### src/rtl/cri_pkg.sv
// Shared types and constants for the cable robot inverse kinematics pipeline.
// No dependencies; imported by every module of the block.
package cri_pkg;

    localparam int CORDIC_STEPS = 20;
    localparam int SQRT_STEPS   = 18;
    localparam int PRE_SHIFT    = 20;
    localparam int DW           = 17;   // width of |dx|, |dy| in half units
    localparam int CW           = 42;   // CORDIC x/y width, signed
    localparam int ZW           = 25;   // CORDIC angle accumulator width, signed
    localparam int SQW          = 2 * DW;
    localparam int RW           = 37;   // square root remainder width
    localparam int ROOTW        = SQRT_STEPS;

    localparam logic [ZW-1:0] ANG_MAX_Q16 = ZW'(90 * 65536);
    localparam logic [17:0]   LEN_MAX     = 18'd131071;

    // configuration register indexes
    localparam logic [2:0] REG_PLANE_WIDTH     = 3'd0;
    localparam logic [2:0] REG_PLANE_HEIGHT    = 3'd1;
    localparam logic [2:0] REG_EFFECTOR_WIDTH  = 3'd2;
    localparam logic [2:0] REG_EFFECTOR_HEIGHT = 3'd3;

    typedef struct packed {
        logic [15:0] pos_x;
        logic [15:0] pos_y;
    } in_t;

    typedef struct packed {
        logic [1:0]        status;
        logic [16:0]       length_left;
        logic [16:0]       length_right;
        logic signed [15:0] angle_left;
        logic signed [15:0] angle_right;
    } out_t;

    typedef struct packed {
        logic [15:0] plane_width;
        logic [15:0] plane_height;
        logic [15:0] effector_width;
        logic [15:0] effector_height;
    } cfg_t;

    // after range check: magnitudes of the three deltas
    typedef struct packed {
        logic [1:0]          status;
        logic [1:0][DW-1:0]  adx;
        logic [DW-1:0]       ady;
    } front_t;

    // after squaring
    typedef struct packed {
        logic [1:0]          status;
        logic [1:0][DW-1:0]  adx;
        logic [DW-1:0]       ady;
        logic [1:0][SQW-1:0] sqx;
        logic [SQW-1:0]      sqy;
    } sq_t;

    // one lane per cable: CORDIC vectoring plus digit-by-digit square root
    typedef struct packed {
        logic [1:0]            status;
        logic [1:0][CW-1:0]    cx;
        logic [1:0][CW-1:0]    cy;
        logic [1:0][ZW-1:0]    cz;
        logic [1:0][RW-1:0]    rem;
        logic [1:0][ROOTW-1:0] root;
    } lane_t;

    // round(atan(2^-i) * 180/pi * 65536)
    function automatic logic [ZW-1:0] atan_q16(input logic [4:0] i);
        logic [ZW-1:0] v;
        case (i)
            5'd0:    v = ZW'(2949120);
            5'd1:    v = ZW'(1740967);
            5'd2:    v = ZW'(919879);
            5'd3:    v = ZW'(466945);
            5'd4:    v = ZW'(234379);
            5'd5:    v = ZW'(117304);
            5'd6:    v = ZW'(58666);
            5'd7:    v = ZW'(29335);
            5'd8:    v = ZW'(14668);
            5'd9:    v = ZW'(7334);
            5'd10:   v = ZW'(3667);
            5'd11:   v = ZW'(1833);
            5'd12:   v = ZW'(917);
            5'd13:   v = ZW'(458);
            5'd14:   v = ZW'(229);
            5'd15:   v = ZW'(115);
            5'd16:   v = ZW'(57);
            5'd17:   v = ZW'(29);
            5'd18:   v = ZW'(14);
            5'd19:   v = ZW'(7);
            default: v = '0;
        endcase
        return v;
    endfunction

endpackage

### src/rtl/cri_front.sv
// Workspace check and cable deltas in doubled units (1/512 cm).
// Depends on cri_pkg.
module cri_front
    import cri_pkg::*;
(
    input  in_t    pos,
    input  cfg_t   cfg,
    output front_t front
);

    logic signed [18:0] x2, y2, w2, h2, ew, eh, xlim, ylim;
    logic               x_bad, y_bad;
    logic signed [18:0] dx1, dx2n, dyn;

    // limits and deltas, signed so an impossible workspace fails every point
    always_comb begin
        x2    = $signed({2'b00, pos.pos_x, 1'b0});
        y2    = $signed({2'b00, pos.pos_y, 1'b0});
        w2    = $signed({2'b00, cfg.plane_width, 1'b0});
        h2    = $signed({2'b00, cfg.plane_height, 1'b0});
        ew    = $signed({3'b000, cfg.effector_width});
        eh    = $signed({3'b000, cfg.effector_height});
        xlim  = w2 - ew;
        ylim  = h2 - eh;
        x_bad = (x2 >= xlim) || (x2 <= ew);
        y_bad = (y2 >= ylim) || (y2 <= eh);
        dx1   = x2 - ew;
        dx2n  = xlim - x2;
        dyn   = ylim - y2;
        front.status = {y_bad, x_bad};
        front.adx[0] = dx1[DW-1:0];
        front.adx[1] = dx2n[DW-1:0];
        front.ady    = dyn[DW-1:0];
    end

endmodule

### config.mk
export PLATFORM = sky130hd
export DESIGN_NAME = cri_front
export DESIGN_NICKNAME = d
export VERILOG_FILES = /design/src/rtl/cri_pkg.sv /design/src/rtl/cri_front.sv
export SDC_FILE = /design/constraint.sdc
export NUM_CORES = 1
export LEC_CHECK = 0
export BUFFER_PORTS_ARGS = -buffer_cell sky130_fd_sc_hd__buf_2
export CORE_ASPECT_RATIO = 2
export CORE_MARGIN = 2
export CORE_UTILIZATION = 53
export DETAILED_ROUTE_END_ITERATION = 6
export GPL_ROUTABILITY_DRIVEN = 0
export GPL_TIMING_DRIVEN = 0
export PLACE_DENSITY = 0.91
export SLEW_MARGIN = 20
export SYNTH_ARGS = -nofsm -noshare
export SYNTH_HDL_FRONTEND = slang
export SYNTH_SLANG_ARGS = --single-unit
### constraint.sdc
create_clock -name vclk -period 10.7
set_clock_uncertainty 0.15 [all_clocks]
set_input_delay 1.07 -clock vclk [all_inputs]
set_output_delay 1.07 -clock vclk [all_outputs]
set_load 0.05 [all_outputs]
# Yosys cells after proc, flatten, opt, wreduce, memory -nomap -nowiden
# Index checks and enable logic that the tools add are counted.
dict set report word_totals {
  regBits 0
  input_bits 96
  out_inout_bits 53
  word_cells 11
}
dict set report classes {
  addsub 5
  n_lt_le_gt_ge 4
  reduce_logical 2
}
# operator count
set op_table {}
lappend op_table {{18-bit greater-or-equal comparator} 2}
lappend op_table {{17-bit by 16-bit subtractor with 18-bit output} 2}
lappend op_table {{17-bit by 16-bit <= comparator with 1-bit output} 2}
lappend op_table {{17-bit subtractor} 2}
lappend op_table {{17-bit by 16-bit subtractor with 17-bit output} 1}
lappend op_table {{1-bit logical OR} 2}

# Longest topological paths before layout
dict set report depth {
  ltp_word 3
  depth_mapped 19
  ltp_nobuf 17
}

# Worst setup path before layout
# Ideal clock, no wire load.
dict set report synth_path {
  path_type {input -> output}
  start {input port cfg[1] in the netlist's numbering}
  end {output port front[16] in the netlist's numbering}
  t_arrival_ps 5303
  required_time_ps 9480
  slack_ps 4177
  cell_stages 13
  n_path_buf 1
  cell_sequence {inv_1 ha_1 nor2b_1 o21ai_0 o211ai_1 nand4_1 and3_1 nor4_1 or3_1 ha_1 clkbuf_1 o21ai_0 o311ai_0}
}
# item line_no
set synth_rtl {}
lappend synth_rtl {{start: declaration} cri_front.sv:7} ;# input cfg_t cfg,
lappend synth_rtl {{end: declaration} cri_front.sv:8} ;# output front_t front

# Final worst setup path
dict set report layout_path {
  start {input port cfg[16] in the netlist's numbering}
  end {output port front[51] in the netlist's numbering}
}
dict set report layout_via {
  elab_chain_cells 3
  elab_cells_between_ends 4
  cone_classes {add/sub (1); order compare (2); reduce/logical (1)}
}
# item line_no
set layout_lines {}
lappend layout_lines {{17-bit by 16-bit subtractor with 18-bit output} cri_front.sv:23} ;# xlim = w2 - ew;
lappend layout_lines {{18-bit greater-or-equal comparator} cri_front.sv:25} ;# x_bad = (x2 >= xlim) || (x2 <= ew);
lappend layout_lines {{1-bit logical OR (*)} cri_front.sv:25}
# Every way passes the cells marked *; elsewhere a longest branch is shown, timed or not.

==> impl_metrics.py <==
metrics = {
    "status": {
        "outcome": "completed",
    },
    "pwr": {
        "p_per_area_nw_per_um2": 145,
        "ir_drop_mv": 0.138,
        "finalPower_mw": 0.868,
        "power.leakage_nw": 3.26,
    },
    "cells_and_area": {
        "seq_cell_count": 0,
        "area_growth_pct": 17.1,
        "register_area_sq_um": 0,
        "clock_buffers": 0,
        "fillers": 805,
        "nets": 1099,
        "mostFrequentLayoutCell": "buf_2",
        "insertedDiodeCount": 0,
        "multi_input_area_sq_um": 4650,
        "drive_above_1_share": 0.184,
        "fin_util": 0.640,
        "layout_common_cells": "buf_2, ha_1, inv_1",
    },
    "yosys": {
        "syn_area_per_cell_sq_um": 7.06,
        "synth.net_count": 948,
        "netlist_instances": 726,
        "synth_area_sq_um": 5130,
        "ys_seq_area_frac": 0,
        "ys_types": 57,
        "yosysWarningCount": 0,
    },
    "place": {
        "hpwl_um": 13200,
        "io_buffers": 149,
        "dpl_worst_slack_ns": 4.10,
    },
    "global_route": {
        "overflow": 0,
        "met2_usage": 0.584,
        "grtUsageTotal": 0.277,
        "antenna_found_initial": 0,
        "grt_pass1_wl_um": 23600,
        "gr-usage-met3": 0.0303,
        "grt_pass1_vias": 5678,
        "grt_busiest_layer": "met2",
        "use_met1": 0.215,
        "grt_max_degree": 10,
    },
    "worst_setup_path": {
        "critical_path.max_fanout": 8,
        "crit_type": "primary input to output pin",
        "cp_data_arrival_time_ns": 5.46,
        "cp-start-kind": "primary input",
        "cp.required_ns": 9.48,
        "cp-end-kind": "output pin",
    },
    "clock_tree": {
        "cts_hold_buf": 0,
        "post_cts_buffers": 0,
        "ctsResizeCount": 0,
    },
    "sta": {
        "fin_crit_sh": 0.624,
        "worst_slew_pin_slew_ns": 0.814,
        "rsz0062_at_grt": "false",
        "finalSetupViolCount": 0,
        "max_clock_freq_ghz": 0.150,
        "hold_viol": 0,
        "relSlewSlack": 0.454,
        "setup_slack_ns": 4.02,
        "period_needed_ns": 6.68,
        "tns_ns": 0,
        "slew_violations": 0,
    },
    "routing": {
        "ant_nets": 0,
        "drt_iter0_drc": 170,
        "vias": 5767,
        "avgRoutedWirePerCell_um": 15.3,
        "dr.pass1.iters": 4,
        "drc_errors": 0,
        "totalWireLength_um": 15000,
        "drt-vias-per-instance": 5.89,
    },
    "hold_path": {
        "holdCritPathClass": "primary input to output pin",
        "whs_path_depth": 3,
    },
    "floorplan": {
        "die_h_um": 143,
        "start_util": 0.547,
        "core_sq_um": 9380,
        "die_w_um": 73.6,
        "io-pin-count": 149,
        "dieArea_sq_um": 10500,
        "rows": 50,
    },
    "run": {
        "cap_violations": 0,
    },
}
## synthesized netlist by cell type (all sizes together), types with 5 or more instances
cell / count / area (sq um)
o21a: 20 / 150
fa: 5 / 100
xnor2: 44 / 385
nand4: 12 / 75.1
a21o: 24 / 180
nor2: 56 / 210
a21oi: 43 / 215
nand2: 35 / 131
a21boi: 7 / 52.6
a211oi: 11 / 82.6
nand3: 10 / 50.1
nor4: 8 / 50.1
xor2: 19 / 166
nor2b: 16 / 100
a31oi: 7 / 43.8
nand3b: 5 / 37.5
o311ai: 5 / 43.8
and3: 5 / 31.3
o21ai: 46 / 230
buf: 6 / 48.8
ha: 121 / 1510
o2111ai: 5 / 43.8
o211ai: 13 / 103
clkbuf: 11 / 41.3
nor3: 17 / 85.1
inv: 104 / 390
nand2b: 12 / 75.1
or3: 7 / 43.8
## routing by layer
metal / share of wire / vias up / wire length, um
li1: - / 2894 / -
met4: 0.067 / 0 / 1010
met5: 0 / - / 0
met3: 0.037 / 59 / 559
met2: 0.57 / 195 / 8600
met1: 0.32 / 2619 / 4850
## cell families after synthesis
kind of cell,after synthesis,share of synthesized area
AND/OR/NAND/NOR,199,0.199
XOR/XNOR,63,0.108
AO/OA/AOI/OAI,215,0.281
adder cells (fa/ha/maj),126,0.315
buffers and inverters,121,0.0937
multiplexers,2,0.00390
## layout make-up
class              count  area share
repair buffers       149       0.124
well taps            104      0.0217
plain buffers         17      0.0150
multi-input cells    605       0.774
inverters            104      0.0650
## final timing paths
kind,start,to
worst max-delay path,cfg[16],front[51]
worst min-delay path,cfg[0],front[0]
## critical path, cell delays in order
cell     delay, ns
buf_2         0.16
inv_1         0.09
fa_1          0.41
a21o_1        0.22
nand4_1       0.09
nand2_1       0.10
a31oi_1       0.40
o21ai_0       0.16
o41ai_1       0.65
xnor2_1       0.14
ha_1          0.39
nand4_1       0.19
nor4_1        0.51
o21ai_0       0.15
o21ai_0       0.10
nor3_1        0.07
nand3_1       0.11
a211o_1       0.11
buf_4         0.10
buf_2         0.25
## per-stage QoR
step | cell area [sq um] | std cells | hold WS (ns)
2_1_floorplan | 5130 | 726 | 2.16
3_3_place_gp | 6000 | 979 | 2.44
3_5_place_dp | 6000 | 979 | 2.44
4_1_cts | 6000 | 979 | 2.44
5_1_grt | 6000 | 979 | 2.46
6_report | 6000 | 979 | 2.44
## power by group
| group | internal (mW) | switching [mW] | leakage [nW] |
|---|---|---|---|
| Clock | 0 | 0 | 0 |
| Sequential | 0 | 0 | 0 |
| Combinational | 0.269 | 0.599 | 3.26 |
No activity file was read; power rests on OpenSTA's default activity.
