File: src/rtl/cri_pkg.sv
// Shared types and constants for the cable robot inverse kinematics pipeline.
// No dependencies; imported by every module of the block.
package cri_pkg;

    localparam int CORDIC_STEPS = 20;
    localparam int SQRT_STEPS   = 18;
    localparam int PRE_SHIFT    = 20;
    localparam int DW           = 17;   // width of |dx|, |dy| in half units
    localparam int CW           = 42;   // CORDIC x/y width, signed
    localparam int ZW           = 25;   // CORDIC angle accumulator width, signed
    localparam int SQW          = 2 * DW;
    localparam int RW           = 37;   // square root remainder width
    localparam int ROOTW        = SQRT_STEPS;

    localparam logic [ZW-1:0] ANG_MAX_Q16 = ZW'(90 * 65536);
    localparam logic [17:0]   LEN_MAX     = 18'd131071;

    // configuration register indexes
    localparam logic [2:0] REG_PLANE_WIDTH     = 3'd0;
    localparam logic [2:0] REG_PLANE_HEIGHT    = 3'd1;
    localparam logic [2:0] REG_EFFECTOR_WIDTH  = 3'd2;
    localparam logic [2:0] REG_EFFECTOR_HEIGHT = 3'd3;

    typedef struct packed {
        logic [15:0] pos_x;
        logic [15:0] pos_y;
    } in_t;

    typedef struct packed {
        logic [1:0]        status;
        logic [16:0]       length_left;
        logic [16:0]       length_right;
        logic signed [15:0] angle_left;
        logic signed [15:0] angle_right;
    } out_t;

    typedef struct packed {
        logic [15:0] plane_width;
        logic [15:0] plane_height;
        logic [15:0] effector_width;
        logic [15:0] effector_height;
    } cfg_t;

    // after range check: magnitudes of the three deltas
    typedef struct packed {
        logic [1:0]          status;
        logic [1:0][DW-1:0]  adx;
        logic [DW-1:0]       ady;
    } front_t;

    // after squaring
    typedef struct packed {
        logic [1:0]          status;
        logic [1:0][DW-1:0]  adx;
        logic [DW-1:0]       ady;
        logic [1:0][SQW-1:0] sqx;
        logic [SQW-1:0]      sqy;
    } sq_t;

    // one lane per cable: CORDIC vectoring plus digit-by-digit square root
    typedef struct packed {
        logic [1:0]            status;
        logic [1:0][CW-1:0]    cx;
        logic [1:0][CW-1:0]    cy;
        logic [1:0][ZW-1:0]    cz;
        logic [1:0][RW-1:0]    rem;
        logic [1:0][ROOTW-1:0] root;
    } lane_t;

    // round(atan(2^-i) * 180/pi * 65536)
    function automatic logic [ZW-1:0] atan_q16(input logic [4:0] i);
        logic [ZW-1:0] v;
        case (i)
            5'd0:    v = ZW'(2949120);
            5'd1:    v = ZW'(1740967);
            5'd2:    v = ZW'(919879);
            5'd3:    v = ZW'(466945);
            5'd4:    v = ZW'(234379);
            5'd5:    v = ZW'(117304);
            5'd6:    v = ZW'(58666);
            5'd7:    v = ZW'(29335);
            5'd8:    v = ZW'(14668);
            5'd9:    v = ZW'(7334);
            5'd10:   v = ZW'(3667);
            5'd11:   v = ZW'(1833);
            5'd12:   v = ZW'(917);
            5'd13:   v = ZW'(458);
            5'd14:   v = ZW'(229);
            5'd15:   v = ZW'(115);
            5'd16:   v = ZW'(57);
            5'd17:   v = ZW'(29);
            5'd18:   v = ZW'(14);
            5'd19:   v = ZW'(7);
            default: v = '0;
        endcase
        return v;
    endfunction

endpackage

File: src/rtl/cri_step.sv
// One pipeline step for both cables: a CORDIC vectoring iteration and,
// in the first SQRT_STEPS steps, one bit of the square root. Depends on cri_pkg.
module cri_step
    import cri_pkg::*;
#(
    parameter int STEP = 0
)
(
    input  lane_t lane_i,
    output lane_t lane_o
);

    localparam bit DO_SQRT = (STEP < SQRT_STEPS);
    localparam int B       = DO_SQRT ? (SQRT_STEPS - 1 - STEP) : 0;

    logic signed [CW-1:0] x, y, xs, ys;
    logic signed [ZW-1:0] z;
    logic [RW-1:0]        t;
    logic [ZW-1:0]        ang;

    always_comb begin
        lane_o = lane_i;
        ang    = atan_q16(5'(STEP));
        for (int c = 0; c < 2; c++) begin
            // rotate toward the x axis; arithmetic shift floors
            x  = $signed(lane_i.cx[c]);
            y  = $signed(lane_i.cy[c]);
            z  = $signed(lane_i.cz[c]);
            xs = x >>> STEP;
            ys = y >>> STEP;
            if (y >= 0) begin
                lane_o.cx[c] = x + ys;
                lane_o.cy[c] = y - xs;
                lane_o.cz[c] = z + $signed(ang);
            end else begin
                lane_o.cx[c] = x - ys;
                lane_o.cy[c] = y + xs;
                lane_o.cz[c] = z - $signed(ang);
            end
            // square root: try root bit B
            t = (RW'(lane_i.root[c]) << (B + 1)) | (RW'(1) << (2 * B));
            if (DO_SQRT && (lane_i.rem[c] >= t)) begin
                lane_o.rem[c]  = lane_i.rem[c] - t;
                lane_o.root[c] = lane_i.root[c] | (ROOTW'(1) << B);
            end
        end
    end

endmodule

File: config.mk
export PLATFORM = sky130hd
export DESIGN_NAME = cri_step
export DESIGN_NICKNAME = d
export VERILOG_FILES = /design/src/rtl/cri_pkg.sv /design/src/rtl/cri_step.sv
export SDC_FILE = /design/constraint.sdc
export NUM_CORES = 1
export LEC_CHECK = 0
export ABC_CLOCK_PERIOD_IN_PS = 3800
export BUFFER_PORTS_ARGS = -buffer_cell sky130_fd_sc_hd__buf_2
export CAP_MARGIN = 25
export CELL_PAD_IN_SITES_DETAIL_PLACEMENT = 1
export CELL_PAD_IN_SITES_GLOBAL_PLACEMENT = 1
export CORE_AREA = 2 2 253 255
export DETAILED_ROUTE_END_ITERATION = 7
export DIE_AREA = 0 0 255 257
export GPL_ROUTABILITY_DRIVEN = 0
export PLACE_DENSITY = 0.77
export SLEW_MARGIN = 20
export SYNTH_ARGS = -nofsm -noshare
export SYNTH_HDL_FRONTEND = slang
export SYNTH_SLANG_ARGS = --single-unit
File: constraint.sdc
create_clock -name vclk -period 3.8
set_input_delay 0.38 -clock vclk [all_inputs]
set_output_delay 0.38 -clock vclk [all_outputs]
set_load 0.01 [all_outputs]
# Word-level counts from Yosys, hierarchy flattened
# Index checks and enable logic that the tools add are counted.
dict set report op_classes {
  n_addsub 12
  n_lt_le_gt_ge 4
  mux 10
}
# operator n
set op_table {}
lappend op_table {{two-way mux 42 bit} 4}
lappend op_table {{subtractor 42 bit} 4}
lappend op_table {{adder 42 bit} 2}
lappend op_table {{greater-or-equal comparator 42 x 1 -> 1 bit (second input constant)} 2}
lappend op_table {{greater-or-equal comparator 37 x 36 -> 1 bit} 2}
lappend op_table {{two-way mux 37 bit} 2}
lappend op_table {{subtractor 37 x 36 -> 37 bit} 2}
lappend op_table {{adder 25 x 23 -> 25 bit (second input constant)} 2}
lappend op_table {{two-way mux 25 bit} 2}
lappend op_table {{subtractor 25 x 23 -> 25 bit (second input constant)} 2}
lappend op_table {{two-way mux 18 bit} 2}
dict set report totals {
  ff_bits 0
  input_bits 330
  output_inout_bits 330
  elab_cells 26
}

# Depth between registers and ports, before layout
# Gate-level depths: netlist of run 1.
dict set report logic_depth {
  depth_word 2
  depth_mapped 13
  mapped_depth_nobuf 12
}

# Least setup slack after synthesis of run 1
# Ideal clock, no wire load.
dict set report synth_timing {
  kind {input port to output port}
  start {in lane_i[222] (netlist bit)}
  end {out lane_o[321] (netlist bit)}
  arrival_ps 2929
  required_ps 3420
  path_slack_ps 491
  stages 12
  n_path_buf 1
  cell_sequence {inv_1 -> ha_1 -> buf_6 -> or4_4 -> or3_4 -> nor2_4 -> nand2_2 -> o211ai_2 -> a41oi_2 -> o41a_1 -> mux2i_1 -> xnor2_1}
}
# item line_no
set synth_rtl {}
lappend synth_rtl {{from (decl)} cri_step.sv:9} ;# input lane_t lane_i,
lappend synth_rtl {{to (decl)} cri_step.sv:10} ;# output lane_t lane_o

==> results of run 1 <==
kinds of logic (layout without fill, tap and decap cells):
group	after synthesis	count (layout)	share of synthesized area
AND/OR/NAND/NOR	784	784	0.2006
adder cells (fa/ha/maj)	294	294	0.1986
other	0	13	0
AO/OA/AOI/OAI	1055	1055	0.3479
buffers and inverters	526	1277	0.1270
multiplexers	56	56	0.03064
XOR/XNOR	205	205	0.09536
final cells by class:
cell class / count / area, um2 / area share
well taps: 846 / 1059 / 0.04158
diodes: 13 / 32.53 / 0.001278
inverters: 299 / 1125 / 0.04419
multi-input cells: 2394 / 17190 / 0.6754
repair buffers: 978 / 6046 / 0.2375
report_power, final:
part           switching, mW   total [mW]  internal (mW)
Clock                      0  0.000000363    0.000000363
Sequential                 0            0              0
Combinational           3.31         5.50           2.20
Yosys cell counts, types with 13 or more instances:
library cell  number  area (um2)
a211oi_1          26       195.2
a21boi_0          16       120.1
a21o_1            68       510.5
a21oi_1          371        1857
a31oi_1           30       187.7
and2_1            18       112.6
buf_1             28       105.1
buf_4            106       795.8
clkbuf_1          83       311.6
ha_1             286        3578
inv_1            295        1107
mux2_2            13       146.4
mux2i_1           43       430.4
nand2_1          197       739.5
nand2b_1          30       187.7
nand3_1           49       245.2
nand4_1           49       306.5
nor2_1           246       923.4
nor2b_1           41       256.5
nor3_1            48       240.2
nor4_1            23       143.9
o211ai_1          26       195.2
o21a_1            38       285.3
o21ai_0          239        1196
o21bai_1          64       480.5
o31ai_1           35       262.8
or3_1             15       93.84
xnor2_1          170        1489
xor2_1            35       306.5
routing by layer:
metal	share of wire	track usage	vias up
li1	-	-	11750
met1	0.39	0.3735	12630
met2	0.45	0.4906	1446
met3	0.10	0.06373	396
met4	0.057	0.1301	10
met5	0.00053	0	-
cell usage in the layout (no fill, tap or decap), types with 21 or more instances in the layout:
cell type    n
o31ai_1     28
buf_4      380
buf_2      577
nor3_1      45
inv_1      286
a21oi_1    359
o21bai_1    64
xor2_1      35
nand3_1     49
nor2b_1     36
nand2_1    196
nand4_1     49
a31oi_1     25
mux2i_1     43
nand2b_1    30
a21o_1      68
o211ai_1    26
nor2_1     244
xnor2_1    163
ha_1       267
a211oi_1    21
o21a_1      38
o21ai_0    224
metrics by stage:
stage               worst slack (ns)  setup TNS, ns  power [mW]
floorplan                     0.4907              0       2.788
global placement             -0.1618         -1.575       5.001
detailed placement           -0.3475         -4.714       5.093
CTS                        0.0008118              0       5.172
global route                 -0.1014        -0.7320       5.818
finish                      -0.04401       -0.05664       5.501
timing repair:
action                     in CTS  in global routing
buffers inserted                8                 12
setup endpoints to repair      33                 77
resized for setup              41                139
cloned                          0                  0
pin swaps                      16                 45
hold buffers                    0                  0
worst paths after layout:
check	depth (start not counted)	to
worst max-delay path	14	lane_o[224]
worst min-delay path	0	lane_o[116]
==> qor.txt, run 1 <==
CP Launch Type - input pin
fin cells - 4530
crit path launch - lane_i[286]
crit end category - output port
ratio of cells with drive above 1 in the final layout - 0.3114
Max Cap Viol - 0
Critical Path Fanout Max - 3
pwr/cell area - 216.1 nW/um2
Synth Cell Area - 18830 um2
status - finished, violations left
Max-slew headroom - 0.2567
first-pass GRT wire length - 153.2 mm
Storage cell area - 0 um2
Ys Warns - 0
Placed Instances - 4497
Synth Net Count - 3544
DP HPWL - 90.55 mm
Placed Instance Area - 24440 um2
unrepaired setup endpoints after global routing - true
final instance area - 25460 um2
DRC errors left - 0
total routing usage reported by global routing - 0.2988
initial DRC count - 2327
CP max stage delay - 0.39 ns
maximum operating frequency - 260.1 MHz
clock buffers - 0
Final Max Slew Viols - 0
io pins - 660
Synth cell types - 86
Routed Antenna Nets - 0
period utilization - 1.012
cell family with most CP delay - compound AO/OA/AOI/OAI gates
Die Y - 257 um
Leakage Power - 12.46 nW
synthesized area per cell - 6.448 um2
vias in the first global route - 25830
drt pass-1 iters - 5
initial antenna violation count - 22
WL final - 107.4 mm
FILL cells - 8376
Rows - 92
Buf/Inv on CP - 3
Fin. Hold Viols - 0
Vias per Instance - 5.791
Worst Tran Pin Value - 1.115 ns
final net count - 4297
Setup-failing EPs final - 2
die area - 65540 um2
hold wc startpoint - lane_i[116]
Min Clock Period, post-route - 3.844 ns
arrival time at the worst endpoint - 3.46 ns
Final Hold Slack - 0.7600 ns
data required time of the critical path - 3.42 ns
Worst Slack Setup Final - -0.04401 ns
sequential fraction of the synthesis area - 0
sequential cell count - 0
worst path cell trace - buf_8, ha_4, fa_2, nor2b_4, o211ai_1, a31oi_2, buf_4, o22ai_4, o211ai_1, a211o_1, a221o_1, mux2i_1, xor2_1, buf_2
most frequent cell on the critical path - o211ai_1
HP Class - in -> out
total gr overflow - 0
end-of-flow core utilization - 0.4058
DIE WIDTH - 255 um
failing checks - negative setup slack
Starting Density - 0.3001
Critical-path top delay cell - fa_2
Placeable Area - 62740 um2
via count - 26230
Port-buffer cells - 588
synthesis-to-layout area growth - 35.20%
synthesized instance count - 2920
largest net degree at the start of global routing - 96
routed len/inst - 23.70 um
Max rail drop VDD - 124.2 uV
Setup CP Type - in -> out
Power figures use the tool's default switching activity.
==> run 2, diff against run 1 <==
BUFFER_PORTS_ARGS = -buffer_cell sky130_fd_sc_hd__buf_4   (was -buffer_cell sky130_fd_sc_hd__buf_2)
==> run 2 against run 1 <==
  * The flow still finishes with violations (negative setup slack)
  * Cell count is 1.9% lower
  * Sequential share of layout area stayed put
  * Fmax increased by 0.72%
  * Largest cell class unchanged
  * Largest power group unchanged
==> qor.txt, run 2 (synthesis gave the netlist of run 1 again) <==
Rows - 92 (unchanged)
total routing usage reported by global routing - 0.2958 (-0.003063)
crit end category - output port
metal2 WL - 48.11 mm (-0.77%)
Vias per Instance - 5.646 (-2.5%)
unrepaired setup endpoints after global routing - true
Setup-failing EPs final - 2 (unchanged)
io pins - 660 (unchanged)
DIE WIDTH - 255 um (unchanged)
largest net degree at the start of global routing - 57 (-41%)
Worst Tran Pin Value - 0.8575 ns (-0.2575 ns)
Fin. Hold Viols - 0 (unchanged)
HP Class - in -> out
DRC errors left - 0 (unchanged)
clock buffers - 0 (unchanged)
routed len/inst - 23.53 um (-0.73%)
CP max stage delay - 0.46 ns (+0.07 ns)
failing checks - negative setup slack
length of routed wiring on met1 - 42.07 mm (+0.37%)
arrival time at the worst endpoint - 3.44 ns (-0.02 ns)
top sig layer - met5
Critical Path Fanout Max - 4 (+1)
most frequent cell on the critical path - buf_4
multi-input logic area - 16980 um2 (-1.2%)
Max rail drop VDD - 159.1 uV (+28%)
vias in the first global route - 25060 (-3.0%)
final net count - 4215 (-1.9%)
Die Y - 257 um (unchanged)
Max-slew headroom - 0.4223 (+0.1656)
total gr overflow - 0 (unchanged)
Setup CP Type - in -> out
pwr/cell area - 219.1 nW/um2 (+1.4%)
Final Max Slew Viols - 0 (unchanged)
Starting Density - 0.3001 (unchanged)
end-of-flow core utilization - 0.4140 (+0.008257)
Critical-path top delay cell - o31ai_1
Placeable Area - 62740 um2 (unchanged)
worst path cell trace - buf_4, inv_1, ha_4, nor4_4, buf_4, o21ai_0, a31oi_4, o211ai_1, and3_1, o31a_1, o31ai_1, a21oi_1, xnor2_1, buf_4
Max Cap Viol - 0 (unchanged)
initial DRC count - 2336 (+0.39%)
status - finished, violations left
Total Power - 5.690 mW (+3.4%)
maximum operating frequency - 262.0 MHz (+0.72%)
CP Launch Type - input pin
synthesis-to-layout area growth - 37.95%
Routed Antenna Nets - 0 (unchanged)
Leakage Power - 12.48 nW (+0.15%)
die area - 65540 um2 (unchanged)
Worst Slack Setup Final - -0.01648 ns (+0.02753 ns)
via count - 25090 (-4.4%)
Storage cell area - 0 um2 (unchanged)
Port-buffer cells - 588 (unchanged)
data required time of the critical path - 3.42 ns (about the same)
ratio of cells with drive above 1 in the final layout - 0.2867 (-0.02465)
drt pass-1 iters - 6 (+1)
initial antenna violation count - 12 (-45%)
FILL cells - 8265 (-1.3%)
WL final - 104.5 mm (-2.6%)
most common cell after layout, fill and taps aside - buf_4
hold buffers post-CTS - 0 (unchanged)
DP HPWL - 90.25 mm (-0.33%)
met3 WL - 9.775 mm (-9.1%)
Min Clock Period, post-route - 3.816 ns (-0.02753 ns)
first-pass GRT wire length - 151.5 mm (-1.1%)
period utilization - 1.004 (-0.007246)
most frequent cells in the layout - buf_4 (888), a21oi_1 (361), inv_1 (291)
sequential cell count - 0 (unchanged)
[run 2: critical path: cells and delay by family]
kind / cells / cell delay [ns]
compound gates: 6 / 1.65
buf+inv: 4 / 0.53
simple gates: 2 / 0.48
fa+ha+maj: 1 / 0.22
xor+xnor: 1 / 0.18
[run 2: timing repair]
| item | in CTS | in global routing |
|---|---|---|
| hold endpoints to repair | 0 | 0 |
| pin swaps | 4 | 43 |
| endpoints found under the setup margin | 23 | 62 |
| gates cloned | 0 | 0 |
| buffers inserted | 3 | 7 |
| resized for setup | 18 | 96 |
[run 2: report_power, final]
part           leakage, nW  switching, mW  internal [mW]   total [mW]
logic                 12.5           3.24           2.45         5.69
registers                0              0              0            0
clock network    0.0000507              0    0.000000284  0.000000284
total                 12.5           3.24           2.45         5.69
[run 2: metal layers]
metal  vias up  GRT usage
met5         -          0
met1     12040     0.3757
li1      11570          -
met2      1230     0.4915
met4         8     0.1113
met3       242    0.05614
[run 2: worst paths after layout]
kind                  cells after the start  slack (ns)        start          end
worst min-delay path                      0        0.76  lane_i[116]  lane_o[116]
worst max-delay path                     14       -0.02  lane_i[207]  lane_o[240]
[run 2: area by class of cell]
| cell class | instances | area share |
|---|---|---|
| diodes | 8 | 0.0007707 |
| inverters | 299 | 0.04321 |
| multi-input cells | 2394 | 0.6538 |
| well taps | 846 | 0.04075 |
| repair buffers | 896 | 0.2615 |
[run 2: per-stage QoR]
step	cell area (um2)	hold WS (ns)	setup TNS (ns)	worst slack [ns]	cells
2_1_floorplan	18830	0.8035	0	0.4907	2920
3_3_place_gp	25330	0.7601	-1.390	-0.1998	4425
3_5_place_dp	25330	0.7601	-2.159	-0.2265	4425
4_1_cts	25430	0.7601	0	0.003636	4428
5_1_grt	25970	0.7600	-1.086	-0.1524	4441
6_report	25970	0.7600	-0.01956	-0.01648	4443
