==> config.mk <==
export PLATFORM = sky130hd
export DESIGN_NAME = cri_back
export DESIGN_NICKNAME = d
export VERILOG_FILES = /design/src/rtl/cri_pkg.sv /design/src/rtl/cri_back.sv
export SDC_FILE = /design/constraint.sdc
export NUM_CORES = 1
export LEC_CHECK = 0
export BUFFER_PORTS_ARGS = -buffer_cell sky130_fd_sc_hd__buf_2
export CORE_AREA = 2 2 154 156
export DETAILED_ROUTE_END_ITERATION = 8
export DIE_AREA = 0 0 156 158
export PLACE_DENSITY = 0.42
export SYNTH_ARGS = -nofsm -noshare
export SYNTH_HDL_FRONTEND = slang
export SYNTH_SLANG_ARGS = --single-unit
==> constraint.sdc <==
create_clock -name vclk -period 4.8
set_input_delay 0.24 -clock vclk [all_inputs]
set_output_delay 0.24 -clock vclk [all_outputs]
set_load 0.02 [all_outputs]
==> src/rtl/cri_pkg.sv <==
// Shared types and constants for the cable robot inverse kinematics pipeline.
// No dependencies; imported by every module of the block.
package cri_pkg;

    localparam int CORDIC_STEPS = 20;
    localparam int SQRT_STEPS   = 18;
    localparam int PRE_SHIFT    = 20;
    localparam int DW           = 17;   // width of |dx|, |dy| in half units
    localparam int CW           = 42;   // CORDIC x/y width, signed
    localparam int ZW           = 25;   // CORDIC angle accumulator width, signed
    localparam int SQW          = 2 * DW;
    localparam int RW           = 37;   // square root remainder width
    localparam int ROOTW        = SQRT_STEPS;

    localparam logic [ZW-1:0] ANG_MAX_Q16 = ZW'(90 * 65536);
    localparam logic [17:0]   LEN_MAX     = 18'd131071;

    // configuration register indexes
    localparam logic [2:0] REG_PLANE_WIDTH     = 3'd0;
    localparam logic [2:0] REG_PLANE_HEIGHT    = 3'd1;
    localparam logic [2:0] REG_EFFECTOR_WIDTH  = 3'd2;
    localparam logic [2:0] REG_EFFECTOR_HEIGHT = 3'd3;

    typedef struct packed {
        logic [15:0] pos_x;
        logic [15:0] pos_y;
    } in_t;

    typedef struct packed {
        logic [1:0]        status;
        logic [16:0]       length_left;
        logic [16:0]       length_right;
        logic signed [15:0] angle_left;
        logic signed [15:0] angle_right;
    } out_t;

    typedef struct packed {
        logic [15:0] plane_width;
        logic [15:0] plane_height;
        logic [15:0] effector_width;
        logic [15:0] effector_height;
    } cfg_t;

    // after range check: magnitudes of the three deltas
    typedef struct packed {
        logic [1:0]          status;
        logic [1:0][DW-1:0]  adx;
        logic [DW-1:0]       ady;
    } front_t;

    // after squaring
    typedef struct packed {
        logic [1:0]          status;
        logic [1:0][DW-1:0]  adx;
        logic [DW-1:0]       ady;
        logic [1:0][SQW-1:0] sqx;
        logic [SQW-1:0]      sqy;
    } sq_t;

    // one lane per cable: CORDIC vectoring plus digit-by-digit square root
    typedef struct packed {
        logic [1:0]            status;
        logic [1:0][CW-1:0]    cx;
        logic [1:0][CW-1:0]    cy;
        logic [1:0][ZW-1:0]    cz;
        logic [1:0][RW-1:0]    rem;
        logic [1:0][ROOTW-1:0] root;
    } lane_t;

    // round(atan(2^-i) * 180/pi * 65536)
    function automatic logic [ZW-1:0] atan_q16(input logic [4:0] i);
        logic [ZW-1:0] v;
        case (i)
            5'd0:    v = ZW'(2949120);
            5'd1:    v = ZW'(1740967);
            5'd2:    v = ZW'(919879);
            5'd3:    v = ZW'(466945);
            5'd4:    v = ZW'(234379);
            5'd5:    v = ZW'(117304);
            5'd6:    v = ZW'(58666);
            5'd7:    v = ZW'(29335);
            5'd8:    v = ZW'(14668);
            5'd9:    v = ZW'(7334);
            5'd10:   v = ZW'(3667);
            5'd11:   v = ZW'(1833);
            5'd12:   v = ZW'(917);
            5'd13:   v = ZW'(458);
            5'd14:   v = ZW'(229);
            5'd15:   v = ZW'(115);
            5'd16:   v = ZW'(57);
            5'd17:   v = ZW'(29);
            5'd18:   v = ZW'(14);
            5'd19:   v = ZW'(7);
            default: v = '0;
        endcase
        return v;
    endfunction

endpackage

==> src/rtl/cri_back.sv <==
// Final formatting: length rounding and saturation, angle clamp and rounding,
// zeroing for out-of-range points. Depends on cri_pkg.
module cri_back
    import cri_pkg::*;
(
    input  lane_t lane,
    output out_t  res
);

    logic [ROOTW:0]       len;
    logic signed [ZW-1:0] z;
    logic [ZW-1:0]        zc;
    logic [ZW-1:0]        zr;
    logic [1:0][16:0]     lens;
    logic [1:0][15:0]     angs;

    always_comb begin
        for (int c = 0; c < 2; c++) begin
            // halves round up, then saturate
            len = ({1'b0, lane.root[c]} + (ROOTW + 1)'(1)) >> 1;
            lens[c] = (len[17:0] > LEN_MAX) ? LEN_MAX[16:0] : len[16:0];
            // clamp to 0..90 degrees, round to 8 fraction bits
            z = $signed(lane.cz[c]);
            if (z < 0) begin
                zc = '0;
            end else if (lane.cz[c] > ANG_MAX_Q16) begin
                zc = ANG_MAX_Q16;
            end else begin
                zc = lane.cz[c];
            end
            zr      = (zc + ZW'(128)) >> 8;
            angs[c] = zr[15:0];
        end
        res.status = lane.status;
        if (lane.status != 2'b00) begin
            res.length_left  = '0;
            res.length_right = '0;
            res.angle_left   = '0;
            res.angle_right  = '0;
        end else begin
            res.length_left  = lens[0];
            res.length_right = lens[1];
            res.angle_left   = $signed(angs[0]);
            res.angle_right  = $signed(angs[1]);
        end
    end

endmodule

=== Yosys cells after proc, flatten, opt, wreduce, memory -nomap -nowiden ===
Cells that the tools add are included.

* Flip-flop bits (word level): 0
* Output and inout port bits: 68
* Word-level logic and storage cells: 18

* $add $sub $neg: 4
* $lt $le $gt $ge: 6
* Muxes and demuxes: 7
* Reduce and logical (&&, ||, !) cells: 1

{| class="wikitable"
|+ Operators with widths
! kind !! number
|-
| 24-bit two-way mux || 4
|-
| 66-bit two-way mux || 1
|-
| 25-bit by 23-bit > comparator with 1-bit output (second input constant) || 2
|-
| 25-bit by 1-bit < comparator with 1-bit output (second input constant) || 2
|-
| 24-bit by 8-bit adder with 24-bit output (second input constant) || 2
|-
| 18-bit by 1-bit adder with 19-bit output (second input constant) || 2
|-
| 18-bit by 17-bit > comparator with 1-bit output (second input constant) || 2
|-
| 17-bit two-way mux || 2
|-
| 2-bit nonzero test || 1
|}

=== Logic depth before layout (Yosys ltp) ===
Gate-level depths: netlist (run 1).

* Word-level depth: 5
* Gate-level depth with buffers: 12

=== Least setup slack after synthesis (run 1) ===
No wires, ideal clock.

* Path kind: input-to-output
* Start point: in lane[113] in the netlist's numbering
* End point: out res[25] in the netlist's numbering
* Data arrival time: 2431 ps
* Data required time: 4560 ps
* Path slack: 2129 ps
* Stages on the path: 10
* Cells stage by stage: nor4_1 nand4b_1 o2bb2ai_1 and2_1 ha_1 and3_1 nor3b_1 nand4_1 or3_1 o22ai_1

{| class="wikitable"
|+ RTL lines
! what !! RTL line !! RTL
|-
| start: declaration || cri_back.sv:6 || <nowiki>input lane_t lane,</nowiki>
|-
| end: declaration || cri_back.sv:7 || <nowiki>output out_t res</nowiki>
|}

==> results.txt, run 1 <==
* Outcome: finished clean
- Required time of the worst setup path: 4.56 ns
- Final nets: 775
* Buffers inserted during post-CTS setup optimization: 0
- Wires add up to 10.7 mm.
- STA classifies the critical path startpoint as a primary input.
* Worst Hold Path EP: res[67]
- Once detail routing completed, the nets flagged for antenna violations numbered 0.
- Maximum achievable frequency: 275 MHz
- PnR worst setup slack: 1.16 ns
* Die span in x: 156 um
* Sequence of cells on the critical path: buf_2 > nor4_1 > nand4b_1 > o2bb2ai_1 > and2_1 > ha_1 > and3_1 > nor3b_1 > nand4_1 > or3_1 > o22ai_1 > buf_2
- Averaged over all synthesized cells, the footprint is 6.34 sq um.
* Crit Path Category: primary input to primary output
* Worst Tran Pin Value: 0.817 ns
- The die covers 24600 sq um.
- Unrepaired setup endpoints after global routing: false
- Hold_ws: 0.823 ns
- Switching part of the total power: 62.8%
* Part of the total power dissipated in the clock network: 0%
- Worst Setup End Kind: primary output
- Crit share post-route: 75.8%
- HPWL after detailed placement: 9.41 mm
- The final hold violation count came to 0.
- Across the VDD grid, the largest voltage drop is 0.0243 mV.
* Maximum number of pins on one net before global-route repair: 39
- Count of instances resized after the clock tree is built: 0
* Wire length of the first global-routing pass: 15.5 mm
- The design draws 0.000194 W.
- The first routing iteration left 65 violations.
- Per report_power, the sequential group accounts for 0% of the total.
* Register area: 0 sq um
- Broken down by cell family, the worst path's largest delay share belongs to simple AND/OR/NAND/NOR gates.
* Total I/O pin count: 398
- Of all nets on the critical path, the largest fanout is 5.
* Most area-consuming cells after synthesis: sky130_fd_sc_hd__xor2_1 13%, sky130_fd_sc_hd__a21oi_1 10%, sky130_fd_sc_hd__xnor2_1 8.0%
- Instance count of the mapped netlist: 295
- Number of cell rows: 56
* Y dimension of the die: 158 um
* Number of design rule violations left after detail routing: 0
- The number of placed instances, taps included, is 729.
- For this run, the detailed router's first-pass iteration total came to 4.
- The analysis attributes to net switching a power of 0.000122 W.
* Floorplan core area: 23100 sq um
- 0 antenna diodes ended up in the layout.
- Total power density per cell area: 65.7 nW/um^2
- Cell internal power was estimated by the tool at 0.0000720 W.
- Leakage power: 1.28 nW
* Mapped Area: 1870 sq um
- Compound-gate portion of the synthesized area: 18.6%
- Total area of multi-input combinational cells: 1790 sq um
- Hold buffers post-CTS: 0
* Synth-to-layout area growth: 57.8%
- The routed design could run at a clock period as short as 3.64 ns.
* Non-filler cells in the finished layout: 729
* Global route overflow: 0
- The design has 0 sequential cells.
- For this block, the via count after detailed routing is 2680.
- In the final layout, the share of cells above drive strength 1 is 38.7%.
* Count of cell instances traversed by the critical path: 12
- After synthesis, the largest family of logic cells by area is simple AND/OR/NAND/NOR gates.
- Cell taking the most area after synthesis: sky130_fd_sc_hd__xor2_1
- Along the worst hold path, the cell count comes to 2.
- Synth cell types: 54
- Initial antenna violation count: 1
- After Yosys synthesis, full adders, half adders and majority gates account for 2.68% of the synthesized area.
* Part of the power in combinational logic: 100.0%
- Worst Min Path Start: lane[329]
- Of the post-synthesis cell area, the dominant cell type holds 13.1%.
- Input/output buffers: 154
- Global routing used 8.13% of the available tracks.
* Fraction of the yosys area taken by sequential cells: 0%
- The slowest stage of the critical path is the sky130_fd_sc_hd__nor4_1 cell.
- Count of clock buffers in the final design: 0
- In this design, the stage delay of the slowest critical-path cell is 0.59 ns.
- Number of setup violations in the final report: 0
- Area fraction in and, or, nand and nor cells after synthesis: 52.1%
- Relative max-transition margin: 45.5%
* Post-detailed-route via-to-cell ratio: 3.68
- Post-Place Setup Slack: 1.10 ns
- For this configuration, the core starts out at a cell density of 8.11%.
- At the end of routability-driven placement, the weighted congestion stood at 0.773.
- Data arrival time of the critical path: 3.40 ns
- The number of pins with negative max-slew slack in the final report is 0.
* Number of warnings printed during yosys synthesis: 0
- Multiplexer fraction of the synthesized cell area: 1.07%
* Fill cell total of the finished layout: 2704
* Buf+Inv Stages, Crit Path: 2
- Routed wirelength normalized by instance count: 14.7 um
- XOR/XNOR share of the synthesized area: 21.1%
* Via count of the first global-routing pass: 2569
- In this design, the critical path's most frequently occurring cell is sky130_fd_sc_hd__buf_2.
- Total negative slack for setup checks: 0 ns
* Max-cap viol count: 0
- The path class of the tightest hold or removal check is primary input to primary output.
[synth_stat cells, types with 5 or more instances]
| cell type | instances |
|---|---|
| sky130_fd_sc_hd__nor3_1 | 11 |
| sky130_fd_sc_hd__a21oi_1 | 39 |
| sky130_fd_sc_hd__and3_1 | 8 |
| sky130_fd_sc_hd__nand4b_1 | 5 |
| sky130_fd_sc_hd__nor2_1 | 32 |
| sky130_fd_sc_hd__nand4_1 | 13 |
| sky130_fd_sc_hd__nand3_1 | 22 |
| sky130_fd_sc_hd__nor4_1 | 5 |
| sky130_fd_sc_hd__xor2_1 | 28 |
| sky130_fd_sc_hd__xnor2_1 | 17 |
| sky130_fd_sc_hd__nand2_1 | 30 |
| sky130_fd_sc_hd__and2_1 | 6 |
[how the worst max path moves through the flow]
stage,start,end,slack [ns]
after floorplan,lane[113],res[25],2.13
after global placement,lane[113],res[25],1.07
after detailed placement,lane[113],res[25],1.10
after CTS,lane[113],res[25],1.10
after global routing,lane[113],res[25],0.89
final,lane[113],res[25],1.16
[layer usage]
| layer | routed length (um) | vias up | global-route usage [%] |
|---|---|---|---|
| met5 | 0 | - | 0 |
| met4 | 0 | 0 | 0 |
| met3 | 1060 | 0 | 2.90 |
| met2 | 4430 | 99 | 12.7 |
| met1 | 5230 | 1213 | 11.4 |
| li1 | - | 1368 | - |
[power groups by stage]
stage	logic, W	registers [W]	clock network (W)
2_1_floorplan	0.0000939	0	0
3_3_place_gp	0.000198	0	0
3_5_place_dp	0.000196	0	0
4_1_cts	0.000198	0	0
5_1_grt	0.000215	0	0
6_report	0.000194	0	0
[final cells by class]
type,instances,share of cell area (%)
multi-input combinational,280,60.8
timing repair buffer,155,26.4
tap,290,12.3
inverter,4,0.509
[metrics by stage]
stage,area [sq um],util (%)
after floorplan,1870,-
after global placement,2950,12.8
after detailed placement,2950,12.8
after CTS,2950,12.8
after global routing,2950,12.8
final,2950,12.8
[logic make-up (layout without fill, tap and decap cells)]
family | after synthesis | in the layout
adders and majority gates | 4 | 4
other | 1 | 2
and+or+nand+nor | 170 | 170
xor gates and xnor gates | 45 | 45
AOI/OAI and AO/OA | 57 | 57
muxes | 2 | 2
buffers and inverters | 16 | 159
[cells in the final DEF (no fill, tap or decap), types with 3 or more instances in the layout]
cell / netlist / final
sky130_fd_sc_hd__nand2_1: 30 / 30
sky130_fd_sc_hd__nor3b_1: 4 / 4
sky130_fd_sc_hd__xor2_1: 28 / 28
sky130_fd_sc_hd__nor4b_1: 3 / 3
sky130_fd_sc_hd__or3_1: 4 / 4
sky130_fd_sc_hd__nand3_1: 22 / 22
sky130_fd_sc_hd__ha_1: 4 / 4
sky130_fd_sc_hd__nor3_2: 4 / 4
sky130_fd_sc_hd__xnor2_1: 17 / 17
sky130_fd_sc_hd__nor3_1: 11 / 11
sky130_fd_sc_hd__nor2_1: 32 / 32
sky130_fd_sc_hd__and3_1: 8 / 8
sky130_fd_sc_hd__and2_1: 6 / 6
sky130_fd_sc_hd__buf_2: 4 / 154
sky130_fd_sc_hd__nand2b_1: 3 / 3
sky130_fd_sc_hd__inv_1: 4 / 4
sky130_fd_sc_hd__a21oi_1: 39 / 39
sky130_fd_sc_hd__nand4_1: 13 / 13
sky130_fd_sc_hd__nor4_1: 5 / 5
sky130_fd_sc_hd__and4_1: 3 / 3
sky130_fd_sc_hd__nand4b_1: 5 / 5
sky130_fd_sc_hd__nor2b_1: 4 / 4
Power figures use the tool's default switching activity.
==> run 2: changes to the inputs <==
--- a/config.mk
+++ b/config.mk
@@ -6,9 +6,9 @@
 export NUM_CORES = 1
 export LEC_CHECK = 0
 export BUFFER_PORTS_ARGS = -buffer_cell sky130_fd_sc_hd__buf_2
-export CORE_AREA = 2 2 154 156
+export CORE_AREA = 2 2 155 157
 export DETAILED_ROUTE_END_ITERATION = 8
-export DIE_AREA = 0 0 156 158
+export DIE_AREA = 0 0 157 159
 export PLACE_DENSITY = 0.42
 export SYNTH_ARGS = -nofsm -noshare
 export SYNTH_HDL_FRONTEND = slang
==> constraint.sdc (replaced) <==
create_clock -name vclk -period 3.6
set_input_delay 0.18 -clock vclk [all_inputs]
set_output_delay 0.18 -clock vclk [all_outputs]
set_load 0.02 [all_outputs]
==> results.txt, run 2 (same netlist as run 1, synthesis figures left out) <==
* Overall routing resource usage: 8.21% (+0.082 points)
- Leakage power: 1.30 nW (+1.3%)
- Maximum number of pins on one net before global-route repair: 39 (unchanged)
- Setup repair after global routing left no endpoint under its margin.
- Number of vias after detailed routing: 2759 (+2.9%)
* Worst Tran Pin Value: 0.821 ns (+0.00358 ns)
- The number of hold-repair buffers added at the cts stage is 0 (unchanged).
- Global route overflow: 0 (unchanged)
* Synth-to-layout area growth: 60.9%
- The run finished with clean final reports.
* Max-cap viol count: 0 (unchanged)
- The cell family contributing the most delay on the critical path is simple AND/OR/NAND/NOR gates.
- The smallest setup slack after layout was 0.599 ns (-0.563 ns).
* Count of clock buffers in the final design: 0 (unchanged)
- The via count of the first global-routing pass was 2673 (+4.0%).
- Number of design rule violations left after detail routing: 0 (unchanged)
* Share of the core filled with cells in the final layout: 13.0% (+0.18 points)
- Buffers inserted during post-CTS setup optimization: 0 (unchanged)
- Sequence of cells on the critical path: buf_2 > nor4_1 > nand3_1 > o21bai_4 > and2_1 > ha_1 > and3_1 > and3_1 > nand3_1 > o32a_1 > nand2_1 > buf_2
* Worst Setup End Kind: primary output
- Nature of the critical path startpoint: primary input
* Share of post-route cells with drive strength above 1: 39.1% (+0.42 points)
- # placed instances: 761 (+4.4%)
- The final number of setup-violating endpoints is 0 (unchanged).
* Routed wirelength normalized by instance count: 14.4 um (-1.9%)
- The total negative slack for setup checks is 0 ns (unchanged).
- Die span in x: 157 um (+0.64%)
- The final hold violation count is 0 (unchanged).
- The area occupied by registers came to 0 sq um (unchanged).
- The final-stage net count is 778 (+0.39%).
- The worst-case headroom to the max-slew limit was 45.3% (-0.24 points).
* Required time of the worst setup path: 3.42 ns (-1.14 ns)
* Post-Place Setup Slack: 0.497 ns (-0.607 ns)
* DR pass1 iterations: 6 (+2)
* Number of cell rows: 56 (unchanged)
* CP Max Fanout: 10 (+5)
- The per-cell via count in the routed design is 3.63 (-1.4%).
- The number of antenna diodes is 0 (unchanged).
- Count of instances resized after the clock tree is built: 0 (unchanged)
* Seq cells: 0 (unchanged)
- The worst path in the final design needs a cycle of 3.00 ns, including I/O delays and setup.
* Routability congestion estimate from global placement: 0.753 (-2.6%)
- Total detailed-routing wirelength: 11.0 mm (+2.4%)
- Wire length of the first global-routing pass: 16.0 mm (+3.5%)
- Tracing the worst setup path back leads to its startpoint at lane[145].
* Total I/O pin count: 398 (unchanged)
- WHS Path Cells: 2 (unchanged)
* Worst Min Path Start: lane[329]
- The highest cell delay on the worst timing path is 0.43 ns (-0.16 ns).
* Overall power after layout: 0.000260 W (+34%)
- The initial cell density of the core was 8.06% (-0.049 points).
- The number of nets with antenna violations after routing was 0 (unchanged).
* Worst Hold Path EP: res[67]
- The path class of the tightest hold or removal check is primary input to primary output.
* Critical-path cell with the highest stage delay: sky130_fd_sc_hd__nor4_1
- Maximum resistive drop on vdd: 0.0330 mV (+36%)
- Data arrival time of the critical path: 2.82 ns (-0.58 ns)
* Buf+Inv Stages, Crit Path: 2 (unchanged)
- Area enclosed by the die boundary: 25000 sq um (+1.3%)
* Initial detailed-routing violation count: 56 (-14%)
* Crit share post-route: 83.4%
- The post-route non-filler standard cell count came to 761 (+4.4%).
- The number of antenna violations at the first check in global routing is 2 (+1).
* Input/output buffers: 154 (unchanged)
- For this run, the top clock speed supported by timing is 333 MHz.
* Crit Path Category: primary input to primary output
- The die boundary height came to 159 um (+0.63%).
- Most common library cell in the layout ignoring fill and taps: sky130_fd_sc_hd__buf_2
- The areal power density over the cells came to 86.4 nW/um^2 (+32%).
- The post-DP HPWL is 9.74 mm (+3.6%).
- The top cell types in the final layout, fill and taps aside, are 154 x sky130_fd_sc_hd__buf_2, 39 x sky130_fd_sc_hd__a21oi_1, 32 x sky130_fd_sc_hd__nor2_1, 30 x sky130_fd_sc_hd__nand2_1, 28 x sky130_fd_sc_hd__xor2_1.
* Pins over their slew limit: 0 (unchanged)
- The core area was 23200 sq um (+0.61%).
* Fill cell total of the finished layout: 2758 (+2.0%)
## run 2: cell count changes in the layout (fill, tap and decap cells not counted)
cell | before | now
sky130_fd_sc_hd__buf_4 | 1 | 4
## run 2: final cells by class
class / count / area [sq um] / share of cell area [%]
Inverter: 4 / 15.0 / 0.499
Multi-Input combinational cell: 280 / 1790 / 59.6
Tap cell: 319 / 399 / 13.3
Timing Repair Buffer: 158 / 801 / 26.6
## run 2: worst max path at each step
stage	slack, ns	depth (start not counted)	end
floorplan	1.05	10	res[25]
global placement	0.52	12	res[11]
detailed placement	0.50	12	res[11]
CTS	0.49	12	res[11]
global route	0.36	12	res[11]
finish	0.60	12	res[11]
## run 2: stage by stage
stage / hold slack, ns / cell area, sq um
3_5_place_dp: 0.696 / 3010
3_3_place_gp: 0.696 / 3010
4_1_cts: 0.697 / 3010
5_1_grt: 0.708 / 3010
6_report: 0.688 / 3010
2_1_floorplan: 0.473 / 1870
## run 2: per-layer routing
| layer | track usage [%] | up-vias | wire length (um) |
|---|---|---|---|
| met5 | 0 | - | 0 |
| met4 | 0 | 0 | 0 |
| met3 | 2.42 | 0 | 1080 |
| met2 | 13.1 | 118 | 4590 |
| met1 | 11.6 | 1271 | 5300 |
| li1 | - | 1370 | - |
## run 2: power by group
part	total [W]	switching, W	internal (W)
logic	0.000260	0.000163	0.0000973
clock network	0	0	0
registers	0	0	0
total	0.000260	0.000163	0.0000973
